===== config.mk =====
export PLATFORM = sky130hd
export DESIGN_NAME = ladder_key_exclusive_stopwatch_top_flat
export DESIGN_NICKNAME = d
export VERILOG_FILES = /design/src/rtl/lck_pkg.sv /design/src/rtl/lck_if.sv /design/src/rtl/lck_cfg.sv /design/src/rtl/lck_pass.sv /design/src/rtl/ladder_key_exclusive_stopwatch_top.sv /design/src/flat_wrapper.sv
export SDC_FILE = /design/constraint.sdc
export NUM_CORES = 1
export LEC_CHECK = 0
export ABC_AREA = 0
export BUFFER_PORTS_ARGS = -buffer_cell sky130_fd_sc_hd__buf_2
export CAP_MARGIN = 15
export CORE_MARGIN = 2
export CORE_UTILIZATION = 50
export CTS_CLUSTER_DIAMETER = 60
export CTS_CLUSTER_SIZE = 25
export DETAILED_ROUTE_END_ITERATION = 16
export PLACE_DENSITY = 0.71
export SETUP_SLACK_MARGIN = 0.1
export SYNTH_ARGS = -nofsm -noshare
export SYNTH_HDL_FRONTEND = slang
export SYNTH_SLANG_ARGS = --single-unit
export TNS_END_PERCENT = 100

===== constraint.sdc =====
create_clock -name clk -period 5.4 [get_ports clk]
set_clock_uncertainty 0.2 [all_clocks]
set_input_delay 0.81 -clock clk [delete_from_list [all_inputs] [get_ports clk]]
set_output_delay 0.81 -clock clk [all_outputs]
set_load 0.02 [all_outputs]

===== src/rtl/lck_pkg.sv =====
package lck_pkg;

  localparam int ADC_W     = 12;
  localparam int ELAPSED_W = 16;
  localparam int KEY_W     = 3;
  localparam int TOTAL_W   = 31;
  localparam int LADDER_KEYS = 4;
  localparam int REG_IDX_W = 3;

  localparam logic [TOTAL_W-1:0] TOTAL_MAX = {TOTAL_W{1'b1}};

  // reset values of the configuration registers
  localparam logic [ADC_W-1:0] LEVEL_ONE_RST   = 12'd650;
  localparam logic [ADC_W-1:0] LEVEL_TWO_RST   = 12'd1880;
  localparam logic [ADC_W-1:0] LEVEL_THREE_RST = 12'd2520;
  localparam logic [ADC_W-1:0] LEVEL_FOUR_RST  = 12'd1230;
  localparam logic [ADC_W-1:0] TOLERANCE_RST   = 12'd20;

  localparam logic [ADC_W-1:0] PREV_SAMPLE_RST = 12'd1;

  // configuration register indexes
  typedef enum logic [REG_IDX_W-1:0] {
    REG_LEVEL_ONE   = 3'd0,
    REG_LEVEL_TWO   = 3'd1,
    REG_LEVEL_THREE = 3'd2,
    REG_LEVEL_FOUR  = 3'd3,
    REG_TOLERANCE   = 3'd4
  } lck_reg_t;

  typedef struct packed {
    logic [LADDER_KEYS-1:0][ADC_W-1:0] levels;
    logic [ADC_W-1:0]                  tolerance;
  } lck_cfg_t;

  function automatic logic [ADC_W-1:0] abs_diff(input logic [ADC_W-1:0] a,
                                                input logic [ADC_W-1:0] b);
    abs_diff = (a > b) ? (a - b) : (b - a);
  endfunction

endpackage


===== src/rtl/lck_if.sv =====
interface lck_in_if import lck_pkg::*; ();
  logic                 valid;
  logic                 ready;
  logic [ELAPSED_W-1:0] elapsed_ms;
  logic [KEY_W-1:0]     touch_key;
  logic                 adc_enable;
  logic [ADC_W-1:0]     adc_sample;

  modport source (output valid, elapsed_ms, touch_key, adc_enable, adc_sample,
                  input ready);
  modport sink   (input valid, elapsed_ms, touch_key, adc_enable, adc_sample,
                  output ready);
endinterface

interface lck_out_if import lck_pkg::*; ();
  logic               valid;
  logic               ready;
  logic [KEY_W-1:0]   active_channel;
  logic [KEY_W-1:0]   ladder_hit;
  logic [TOTAL_W-1:0] total_one;
  logic [TOTAL_W-1:0] total_two;
  logic [TOTAL_W-1:0] total_three;
  logic [TOTAL_W-1:0] total_four;

  modport source (output valid, active_channel, ladder_hit, total_one, total_two,
                  total_three, total_four, input ready);
  modport sink   (input valid, active_channel, ladder_hit, total_one, total_two,
                  total_three, total_four, output ready);
endinterface

interface lck_cfg_if import lck_pkg::*; ();
  logic                 valid;
  logic                 ready;
  logic [REG_IDX_W-1:0] index;
  logic [ADC_W-1:0]     data;

  modport source (output valid, index, data, input ready);
  modport sink   (input valid, index, data, output ready);
endinterface


===== src/rtl/lck_cfg.sv =====
module lck_cfg import lck_pkg::*; (
  input  logic     clk,
  input  logic     rst_n,
  lck_cfg_if.sink  cfg_ch,
  output lck_cfg_t cfg
);

  lck_cfg_t cfg_r;

  // always ready, writes are registered
  assign cfg_ch.ready = 1'b1;
  assign cfg = cfg_r;

  // register file, unknown indexes are dropped
  always_ff @(posedge clk) begin
    if (!rst_n) begin
      cfg_r.levels[0] <= LEVEL_ONE_RST;
      cfg_r.levels[1] <= LEVEL_TWO_RST;
      cfg_r.levels[2] <= LEVEL_THREE_RST;
      cfg_r.levels[3] <= LEVEL_FOUR_RST;
      cfg_r.tolerance <= TOLERANCE_RST;
    end else if (cfg_ch.valid) begin
      case (cfg_ch.index)
        REG_LEVEL_ONE:   cfg_r.levels[0] <= cfg_ch.data;
        REG_LEVEL_TWO:   cfg_r.levels[1] <= cfg_ch.data;
        REG_LEVEL_THREE: cfg_r.levels[2] <= cfg_ch.data;
        REG_LEVEL_FOUR:  cfg_r.levels[3] <= cfg_ch.data;
        REG_TOLERANCE:   cfg_r.tolerance <= cfg_ch.data;
        default: ;
      endcase
    end
  end

endmodule


===== src/rtl/lck_pass.sv =====
module lck_pass import lck_pkg::*; #(
  parameter int CHANNELS = 4,
  parameter int CH_W     = 3
) (
  input  lck_cfg_t             cfg,
  input  logic [ELAPSED_W-1:0] elapsed_ms,
  input  logic [KEY_W-1:0]     touch_key,
  input  logic                 adc_enable,
  input  logic [ADC_W-1:0]     adc_sample,
  input  logic [CH_W-1:0]      running,
  input  logic [ADC_W-1:0]     prev_sample,
  input  logic [TOTAL_W-1:0]   totals [CHANNELS],
  output logic [CH_W-1:0]      running_nxt,
  output logic [ADC_W-1:0]     prev_sample_nxt,
  output logic [TOTAL_W-1:0]   totals_nxt [CHANNELS],
  output logic [KEY_W-1:0]     ladder_hit
);

  localparam int IDX_W = (CHANNELS > 1) ? $clog2(CHANNELS) : 1;
  localparam int NKEYS = (CHANNELS < LADDER_KEYS) ? CHANNELS : LADDER_KEYS;

  logic [IDX_W-1:0]   run_idx;
  logic               run_ok;
  logic [TOTAL_W:0]   sum;
  logic [TOTAL_W-1:0] new_total;
  logic [CH_W-1:0]    after_touch;
  logic [NKEYS-1:0]   match;
  logic               moved;
  logic               found;
  logic [KEY_W-1:0]   hit;

  // saturating add on the running channel
  assign run_ok  = (running != '0) && (int'(running) <= CHANNELS);
  assign run_idx = IDX_W'(running - CH_W'(1));
  assign sum     = {1'b0, totals[run_idx]} + (TOTAL_W + 1)'(elapsed_ms);
  assign new_total = sum[TOTAL_W] ? TOTAL_MAX : sum[TOTAL_W-1:0];

  always_comb begin
    for (int i = 0; i < CHANNELS; i++) begin
      totals_nxt[i] = (run_ok && (run_idx == IDX_W'(i))) ? new_total : totals[i];
    end
  end

  // touch key toggles its channel
  always_comb begin
    after_touch = running;
    if ((touch_key != '0) && (int'(touch_key) <= CHANNELS)) begin
      after_touch = (running == CH_W'(touch_key)) ? '0 : CH_W'(touch_key);
    end
  end

  // ladder level windows, first match wins
  assign moved = abs_diff(adc_sample, prev_sample) > cfg.tolerance;

  always_comb begin
    for (int k = 0; k < NKEYS; k++) begin
      match[k] = abs_diff(adc_sample, cfg.levels[k]) < cfg.tolerance;
    end
  end

  always_comb begin
    found = 1'b0;
    hit   = '0;
    for (int k = NKEYS - 1; k >= 0; k--) begin
      if (match[k]) begin
        found = 1'b1;
        hit   = KEY_W'(k + 1);
      end
    end
  end

  always_comb begin
    running_nxt     = after_touch;
    prev_sample_nxt = prev_sample;
    ladder_hit      = '0;
    if (adc_enable) begin
      if (adc_sample == '0) begin
        prev_sample_nxt = '0;
      end else if (found && moved) begin
        ladder_hit      = hit;
        prev_sample_nxt = adc_sample;
        running_nxt     = (after_touch == CH_W'(hit)) ? '0 : CH_W'(hit);
      end
    end
  end

endmodule


===== src/rtl/ladder_key_exclusive_stopwatch_top.sv =====
// an accepted word goes from the input stage through the result register to the output
// throughput: one word per cycle unless out_ch.ready stalls, set by the input stage and result register
// all stopwatch state lives in the single pass stage, so back-to-back words see each update
// reset (synchronous, active low): stopwatches stopped, totals zero,
// previous sample one, level and tolerance registers at their defaults
module ladder_key_exclusive_stopwatch_top import lck_pkg::*; #(
  parameter int CHANNELS = 4
) (
  input  logic    clk,
  input  logic    rst_n,
  lck_cfg_if.sink cfg_ch,
  lck_in_if.sink  in_ch,
  lck_out_if.source out_ch
);

  localparam int CH_W = $clog2(CHANNELS + 1);
  localparam int OUT_N = (CHANNELS < 4) ? CHANNELS : 4;

  lck_cfg_t cfg;

  // input stage
  logic                 s1_valid_r;
  logic [ELAPSED_W-1:0] s1_elapsed_r;
  logic [KEY_W-1:0]     s1_key_r;
  logic                 s1_enable_r;
  logic [ADC_W-1:0]     s1_sample_r;

  // state
  logic [CH_W-1:0]    running_r;
  logic [CH_W-1:0]    running_nxt;
  logic [ADC_W-1:0]   prev_sample_r;
  logic [ADC_W-1:0]   prev_sample_nxt;
  logic [TOTAL_W-1:0] totals_r   [CHANNELS];
  logic [TOTAL_W-1:0] totals_nxt [CHANNELS];
  logic [KEY_W-1:0]   hit;

  // result register
  logic               out_valid_r;
  logic [KEY_W-1:0]   out_active_r;
  logic [KEY_W-1:0]   out_hit_r;
  logic [TOTAL_W-1:0] out_totals_r [4];

  logic s1_fire;
  logic in_fire;
  logic [7:0] run_wide;

  lck_cfg u_cfg (
    .clk    (clk),
    .rst_n  (rst_n),
    .cfg_ch (cfg_ch),
    .cfg    (cfg)
  );

  // handshake
  assign s1_fire     = s1_valid_r && (!out_valid_r || out_ch.ready);
  assign in_ch.ready = !s1_valid_r || s1_fire;
  assign in_fire     = in_ch.valid && in_ch.ready;

  always_ff @(posedge clk) begin
    if (!rst_n) begin
      s1_valid_r <= 1'b0;
    end else if (in_ch.ready) begin
      s1_valid_r <= in_ch.valid;
    end
  end

  always_ff @(posedge clk) begin
    if (in_fire) begin
      s1_elapsed_r <= in_ch.elapsed_ms;
      s1_key_r     <= in_ch.touch_key;
      s1_enable_r  <= in_ch.adc_enable;
      s1_sample_r  <= in_ch.adc_sample;
    end
  end

  lck_pass #(
    .CHANNELS (CHANNELS),
    .CH_W     (CH_W)
  ) u_pass (
    .cfg             (cfg),
    .elapsed_ms      (s1_elapsed_r),
    .touch_key       (s1_key_r),
    .adc_enable      (s1_enable_r),
    .adc_sample      (s1_sample_r),
    .running         (running_r),
    .prev_sample     (prev_sample_r),
    .totals          (totals_r),
    .running_nxt     (running_nxt),
    .prev_sample_nxt (prev_sample_nxt),
    .totals_nxt      (totals_nxt),
    .ladder_hit      (hit)
  );

  // state update once per word
  always_ff @(posedge clk) begin
    if (!rst_n) begin
      running_r     <= '0;
      prev_sample_r <= PREV_SAMPLE_RST;
      for (int i = 0; i < CHANNELS; i++) begin
        totals_r[i] <= '0;
      end
    end else if (s1_fire) begin
      running_r     <= running_nxt;
      prev_sample_r <= prev_sample_nxt;
      for (int i = 0; i < CHANNELS; i++) begin
        totals_r[i] <= totals_nxt[i];
      end
    end
  end

  // result register
  assign run_wide = 8'(running_nxt);

  always_ff @(posedge clk) begin
    if (!rst_n) begin
      out_valid_r <= 1'b0;
    end else if (s1_fire) begin
      out_valid_r <= 1'b1;
    end else if (out_ch.ready) begin
      out_valid_r <= 1'b0;
    end
  end

  always_ff @(posedge clk) begin
    if (s1_fire) begin
      out_active_r <= run_wide[KEY_W-1:0];
      out_hit_r    <= hit;
      for (int i = 0; i < 4; i++) begin
        out_totals_r[i] <= (i < OUT_N) ? totals_nxt[i % CHANNELS] : '0;
      end
    end
  end

  assign out_ch.valid          = out_valid_r;
  assign out_ch.active_channel = out_active_r;
  assign out_ch.ladder_hit     = out_hit_r;
  assign out_ch.total_one      = out_totals_r[0];
  assign out_ch.total_two      = out_totals_r[1];
  assign out_ch.total_three    = out_totals_r[2];
  assign out_ch.total_four     = out_totals_r[3];

endmodule


===== src/flat_wrapper.sv =====
// flat-port wrapper written by rule: the top's interface ports become plain ports
module ladder_key_exclusive_stopwatch_top_flat import lck_pkg::*;
#(
  parameter int CHANNELS = 4
)
  (clk, rst_n, cfg_ch_valid, cfg_ch_index, cfg_ch_data, cfg_ch_ready, in_ch_valid, in_ch_elapsed_ms, in_ch_touch_key, in_ch_adc_enable, in_ch_adc_sample, in_ch_ready, out_ch_valid, out_ch_active_channel, out_ch_ladder_hit, out_ch_total_one, out_ch_total_two, out_ch_total_three, out_ch_total_four, out_ch_ready);
  lck_cfg_if cfg_ch_i ();
  lck_in_if in_ch_i ();
  lck_out_if out_ch_i ();
  input  logic clk;
  input  logic rst_n;
  input wire logic [$bits(cfg_ch_i.valid)-1:0] cfg_ch_valid;
  input wire logic [$bits(cfg_ch_i.index)-1:0] cfg_ch_index;
  input wire logic [$bits(cfg_ch_i.data)-1:0] cfg_ch_data;
  output wire logic [$bits(cfg_ch_i.ready)-1:0] cfg_ch_ready;
  input wire logic [$bits(in_ch_i.valid)-1:0] in_ch_valid;
  input wire logic [$bits(in_ch_i.elapsed_ms)-1:0] in_ch_elapsed_ms;
  input wire logic [$bits(in_ch_i.touch_key)-1:0] in_ch_touch_key;
  input wire logic [$bits(in_ch_i.adc_enable)-1:0] in_ch_adc_enable;
  input wire logic [$bits(in_ch_i.adc_sample)-1:0] in_ch_adc_sample;
  output wire logic [$bits(in_ch_i.ready)-1:0] in_ch_ready;
  output wire logic [$bits(out_ch_i.valid)-1:0] out_ch_valid;
  output wire logic [$bits(out_ch_i.active_channel)-1:0] out_ch_active_channel;
  output wire logic [$bits(out_ch_i.ladder_hit)-1:0] out_ch_ladder_hit;
  output wire logic [$bits(out_ch_i.total_one)-1:0] out_ch_total_one;
  output wire logic [$bits(out_ch_i.total_two)-1:0] out_ch_total_two;
  output wire logic [$bits(out_ch_i.total_three)-1:0] out_ch_total_three;
  output wire logic [$bits(out_ch_i.total_four)-1:0] out_ch_total_four;
  input wire logic [$bits(out_ch_i.ready)-1:0] out_ch_ready;
  assign cfg_ch_i.valid = cfg_ch_valid;
  assign cfg_ch_i.index = cfg_ch_index;
  assign cfg_ch_i.data = cfg_ch_data;
  assign cfg_ch_ready = cfg_ch_i.ready;
  assign in_ch_i.valid = in_ch_valid;
  assign in_ch_i.elapsed_ms = in_ch_elapsed_ms;
  assign in_ch_i.touch_key = in_ch_touch_key;
  assign in_ch_i.adc_enable = in_ch_adc_enable;
  assign in_ch_i.adc_sample = in_ch_adc_sample;
  assign in_ch_ready = in_ch_i.ready;
  assign out_ch_valid = out_ch_i.valid;
  assign out_ch_active_channel = out_ch_i.active_channel;
  assign out_ch_ladder_hit = out_ch_i.ladder_hit;
  assign out_ch_total_one = out_ch_i.total_one;
  assign out_ch_total_two = out_ch_i.total_two;
  assign out_ch_total_three = out_ch_i.total_three;
  assign out_ch_total_four = out_ch_i.total_four;
  assign out_ch_i.ready = out_ch_ready;
  ladder_key_exclusive_stopwatch_top #(.CHANNELS(CHANNELS)) u_core (.clk(clk), .rst_n(rst_n), .cfg_ch(cfg_ch_i), .in_ch(in_ch_i), .out_ch(out_ch_i));
endmodule

==> impl_results.md <==
* Pwr per Cell Area at 288.0 mW/mm²
* Post-route clock period utilization at 100.4%
* Clock input transition at the sequential cells of the worst setup and hold paths at ~0.10 ns
* Largest net degree at the start of global routing at 70
* Final HPWL DP at 44.16 mm
* Number of endpoints failing setup at the final stage at 1
* Number of max-slew violations in the final report at 0
* Proportion of synthesized chip area in sequential cells at 41.41%
* Final number of hold-violating endpoints at 0
* Critical R2R Capture: u_core.running_r[1]
* Summed instance area of the synthesized netlist at 0.02146 mm²
* Hold Path Origin: in_ch_elapsed_ms[3]
* Yosys Warn Count at 0
* Proportion of power drawn by flip-flops and latches at a little over two fifths
* Logic pwr share at between 20% and 30%
* Proportion of synthesized flip-flops having asynchronous set or reset at 0%
* Headroom to the max-slew limit at 24.22%
* Count of unresolved DRC violations after routing at 0
* Net count reported at finish at about 2800
* Total Routing Usage GR at 27.45%
* Gate count after technology mapping at 2287
* Number of filler instances in the final layout at 3621
* Class of the worst hold path: in -> reg
* Top_reg_cell synth: sky130_fd_sc_hd__dfxtp_1
* Synth Net Count at 2542
* Number of antenna diodes at 0
* H-Tree Depth at 1
* Final WS setup at -0.02391 ns
* Count of cells along the worst hold path at 1
* Library cells used by synthesis at 73
* Gp weighted congestion at about 0.97
* Startpoint Class: register
* Min Tclk post-route at 5.424 ns
* Maximum number of buffers from clock root to sink at 3
* Worst hold margin at 0.1448 ns
* Vias per Instance at ~5.9
* CTS Root Cell: sky130_fd_sc_hd__clkbuf_16
* Largest voltage drop on the vdd net at between 0.3 and 0.4 mV
* Violated checks: negative setup slack
* Critical setup path kind: reg -> reg
* Result of the run: finished, violations left
* Global route total overflow at 0
* Origin of the critical flop-to-flop path: u_core.s1_sample_r[0]
* Number of global-route vias before repair at about 17000
* Most common library cell in the layout ignoring fill and taps: sky130_fd_sc_hd__nand2_1
* Initial antenna violation count at 0
* Number of enable flip-flop cells after synthesis at 162
* Total Die Area at 0.04460 mm²
* CTS Sinks at between 300 and 400
* Data required, critical path at 5.74 ns
* Leakage at 9.939 nW
* Net switching component of the power at 0.002320 W
* Clock group share of total power at 32.3%
* Top fanout value on the critical path at 6
* DRT antenna net count at 0
* Max Cap Violations at 0
* Total vias in the final route at about 18000
* Endpoint type of the worst setup path: register
* Sw Ratio at 32.37%
* Clock latency of the later-clocked register in the worst-skew pair at 0.64 ns
* Placed cells at slightly below 3000
* Post-Layout Cell Count at between 3000 and 4000
* Number of storage elements in the synthesis netlist at 363
* Start point of the critical path: u_core.s1_sample_r[0]
* Final setup TNS at -0.02391 ns
* Number of cell instances on the worst register-to-register path at 24
* Cell Int Power at 0.004845 W
* Global routing usage on met3 at 3.494%
* Area grow syn2layout at 15.92%
* Transition time at the pin with the least slew margin at ~1.1 ns
* Top achievable clock speed at roughly 180 MHz
* Wire length of the first global-routing pass at 95.69 mm
* Initial drt markers at 1564
* RSZ-0062 raised after global routing: true
* CP arrival at 5.76 ns
* Cell Rows at 75
* Highest-count cells in the layout ignoring fill and taps: sky130_fd_sc_hd__nand2_1, sky130_fd_sc_hd__o21ai_0, sky130_fd_sc_hd__dfxtp_1
* Fraction of final layout cells sized beyond drive strength 1 at 19.53%
* Effective utilization at floorplan at 50.94%
* Core outline area at 0.04213 mm²
* Total wirelength of the detailed-routed design at 62.75 mm
* Hold-critical path endpoint: u_core.s1_elapsed_r[3]
* TritonRoute pass-1 iters at 5
* Global Route met2 Usage at 46.82%
* Number of top-level pins at between 150 and 200
* Routed wire length per instance at 20.52 µm
* Number of buffers created by CTS at 30
* Average size of a mapped cell at 9.385 µm²
* Pre-CTS worst setup slack at -0.1465 ns
* Fraction of met1 tracks used by global routing at a little over a third
* Clock tree from TritonCTS: done
* Vert. Die Dim at 211.2 µm
* Internal reg-to-reg setup slack at -0.02 ns
* Number of I/O port buffers at 183
* Number of buffers inserted for hold repair after clock tree synthesis at 0
* Die outline width at around 210 µm
* Highest-utilization routing layer at the global route stage: met2
## kinds of logic after synthesis
kind of cell / count (synthesis) / synth area share (%)
other: 1 / 0.01747
XOR/XNOR: 68 / 2.775
buffers and inverters: 247 / 4.535
AO/OA/AOI/OAI: 708 / 20.23
adder cells (fa/ha/maj): 203 / 12.22
flip-flops: 363 / 41.41
AND/OR/NAND/NOR: 605 / 12.61
multiplexers: 92 / 6.197
## critical path, cell delays in order (launching register included)
cell	delay (ns)
sky130_fd_sc_hd__edfxtp_1	0.42
sky130_fd_sc_hd__inv_2	0.09
sky130_fd_sc_hd__buf_6	0.13
sky130_fd_sc_hd__ha_1	0.14
sky130_fd_sc_hd__inv_1	0.05
sky130_fd_sc_hd__fa_1	0.38
sky130_fd_sc_hd__a21o_1	0.17
sky130_fd_sc_hd__a21oi_1	0.21
sky130_fd_sc_hd__o221a_2	0.30
sky130_fd_sc_hd__o21a_1	0.22
sky130_fd_sc_hd__mux2_2	0.38
sky130_fd_sc_hd__o21ai_0	0.26
sky130_fd_sc_hd__a41o_1	0.23
sky130_fd_sc_hd__a221oi_1	0.08
sky130_fd_sc_hd__xnor2_1	0.20
sky130_fd_sc_hd__ha_1	0.28
sky130_fd_sc_hd__a21o_1	0.16
sky130_fd_sc_hd__a21oi_1	0.18
sky130_fd_sc_hd__o21ai_2	0.14
sky130_fd_sc_hd__buf_4	0.16
sky130_fd_sc_hd__xnor2_1	0.12
sky130_fd_sc_hd__a211oi_1	0.40
sky130_fd_sc_hd__mux2_4	0.25
sky130_fd_sc_hd__nor2_2	0.04
sky130_fd_sc_hd__a211oi_1	0.18
## per-stage QoR
step	power (W)	instance area, µm²	util [%]
2_1_floorplan	0.004274	21570	-
3_3_place_gp	0.004728	23410	55.57
3_5_place_dp	0.004771	23410	55.57
4_1_cts	0.007082	24560	58.30
5_1_grt	0.007469	24880	59.05
6_report	0.007165	24880	59.05
## power groups by stage
| stage | clock, W | combinational (W) | sequential (W) |
|---|---|---|---|
| after global routing | 0.00244 | 0.00196 | 0.00307 |
| after global placement | 0 | 0.00161 | 0.00311 |
| after floorplan | 0 | 0.00110 | 0.00318 |
| after detailed placement | 0 | 0.00165 | 0.00312 |
| after CTS | 0.00235 | 0.00168 | 0.00306 |
| final | 0.00231 | 0.00180 | 0.00306 |
## per-layer routing
| metal | wire length, µm | vias to the layer above |
|---|---|---|
| li1 | - | 8650 |
| met1 | 26110 | 8694 |
| met2 | 30070 | 705 |
| met3 | 4289 | 117 |
| met4 | 2289 | 0 |
| met5 | 0 | - |
## registers in the layout, summed over array words and instances (netlist names), 3 cells and up
signal	flops
u_core.out_totals_r	124
u_core.running_r	3
u_core.totals_r	124
u_core.u_cfg.cfg	60
u_core.out_ch.active_channel	3
u_core.prev_sample_r	12
u_core.out_ch.ladder_hit	3
u_core.s1_key_r	3
u_core.s1_elapsed_r	16
u_core.s1_sample_r	12
## layout make-up
| class | instances | area, µm² | area share (%) |
|---|---|---|---|
| clock buffer | 34 | 765.7 | 3.078 |
| clock inverter | 22 | 297.8 | 1.197 |
| inverter | 126 | 490.5 | 1.971 |
| multi-input combinational | 1678 | 11910 | 47.88 |
| sequential | 363 | 8890 | 35.73 |
| tap | 539 | 674.4 | 2.711 |
| timing repair buffer | 296 | 1851 | 7.438 |
## Yosys cell counts, drive strengths merged, types with 4 or more instances
cell type / n / share of area (%)
inv: 126 / 2.2
xnor2: 49 / 2.0
and4: 6 / 0.24
mux4: 31 / 3.3
edfxtp: 162 / 23
or3: 8 / 0.23
and2: 10 / 0.30
ha: 192 / 11
a31o: 7 / 0.29
nor4: 5 / 0.15
nand4: 24 / 0.70
mux2: 17 / 0.89
o211ai: 35 / 1.2
nor3: 18 / 0.44
a2111oi: 5 / 0.32
nor3b: 4 / 0.14
o21bai: 12 / 0.42
mux2i: 44 / 2.1
fa: 11 / 1.0
o22ai: 18 / 0.52
a21boi: 5 / 0.17
a211o: 7 / 0.29
or2: 4 / 0.12
nand3: 24 / 0.56
a21o: 62 / 2.2
nand2: 311 / 5.5
a31oi: 15 / 0.44
xor2: 19 / 0.78
nor2b: 24 / 0.71
dfxtp: 201 / 19
nor2: 135 / 2.6
nand2b: 11 / 0.32
a221oi: 7 / 0.29
a21oi: 193 / 4.6
o21ai: 224 / 5.2
o31ai: 6 / 0.21
clkbuf: 106 / 1.9
and3: 13 / 0.38
o21a: 13 / 0.45
buf: 15 / 0.47
nand3b: 4 / 0.14
a211oi: 76 / 2.7
## worst max path at each step
stage,end,slack (ns),cells past startpoint
after global routing,u_core.running_r[1],-0.21,24
after CTS,u_core.prev_sample_r[11],0.11,24
after detailed placement,u_core.out_ch.active_channel[2],-0.15,23
after floorplan,u_core.running_r[2],0.10,24
after global placement,u_core.out_ch.active_channel[2],-0.05,23
final,u_core.running_r[1],-0.02,24
## timing repair
action | CTS | global route
setup buffers | 5 | 17
endpoints found under the setup margin | 19 | 117
cloned | 1 | 1
gates resized for setup | 11 | 39
pin swaps | 3 | 28
No activity file was read; power rests on OpenSTA's default activity.
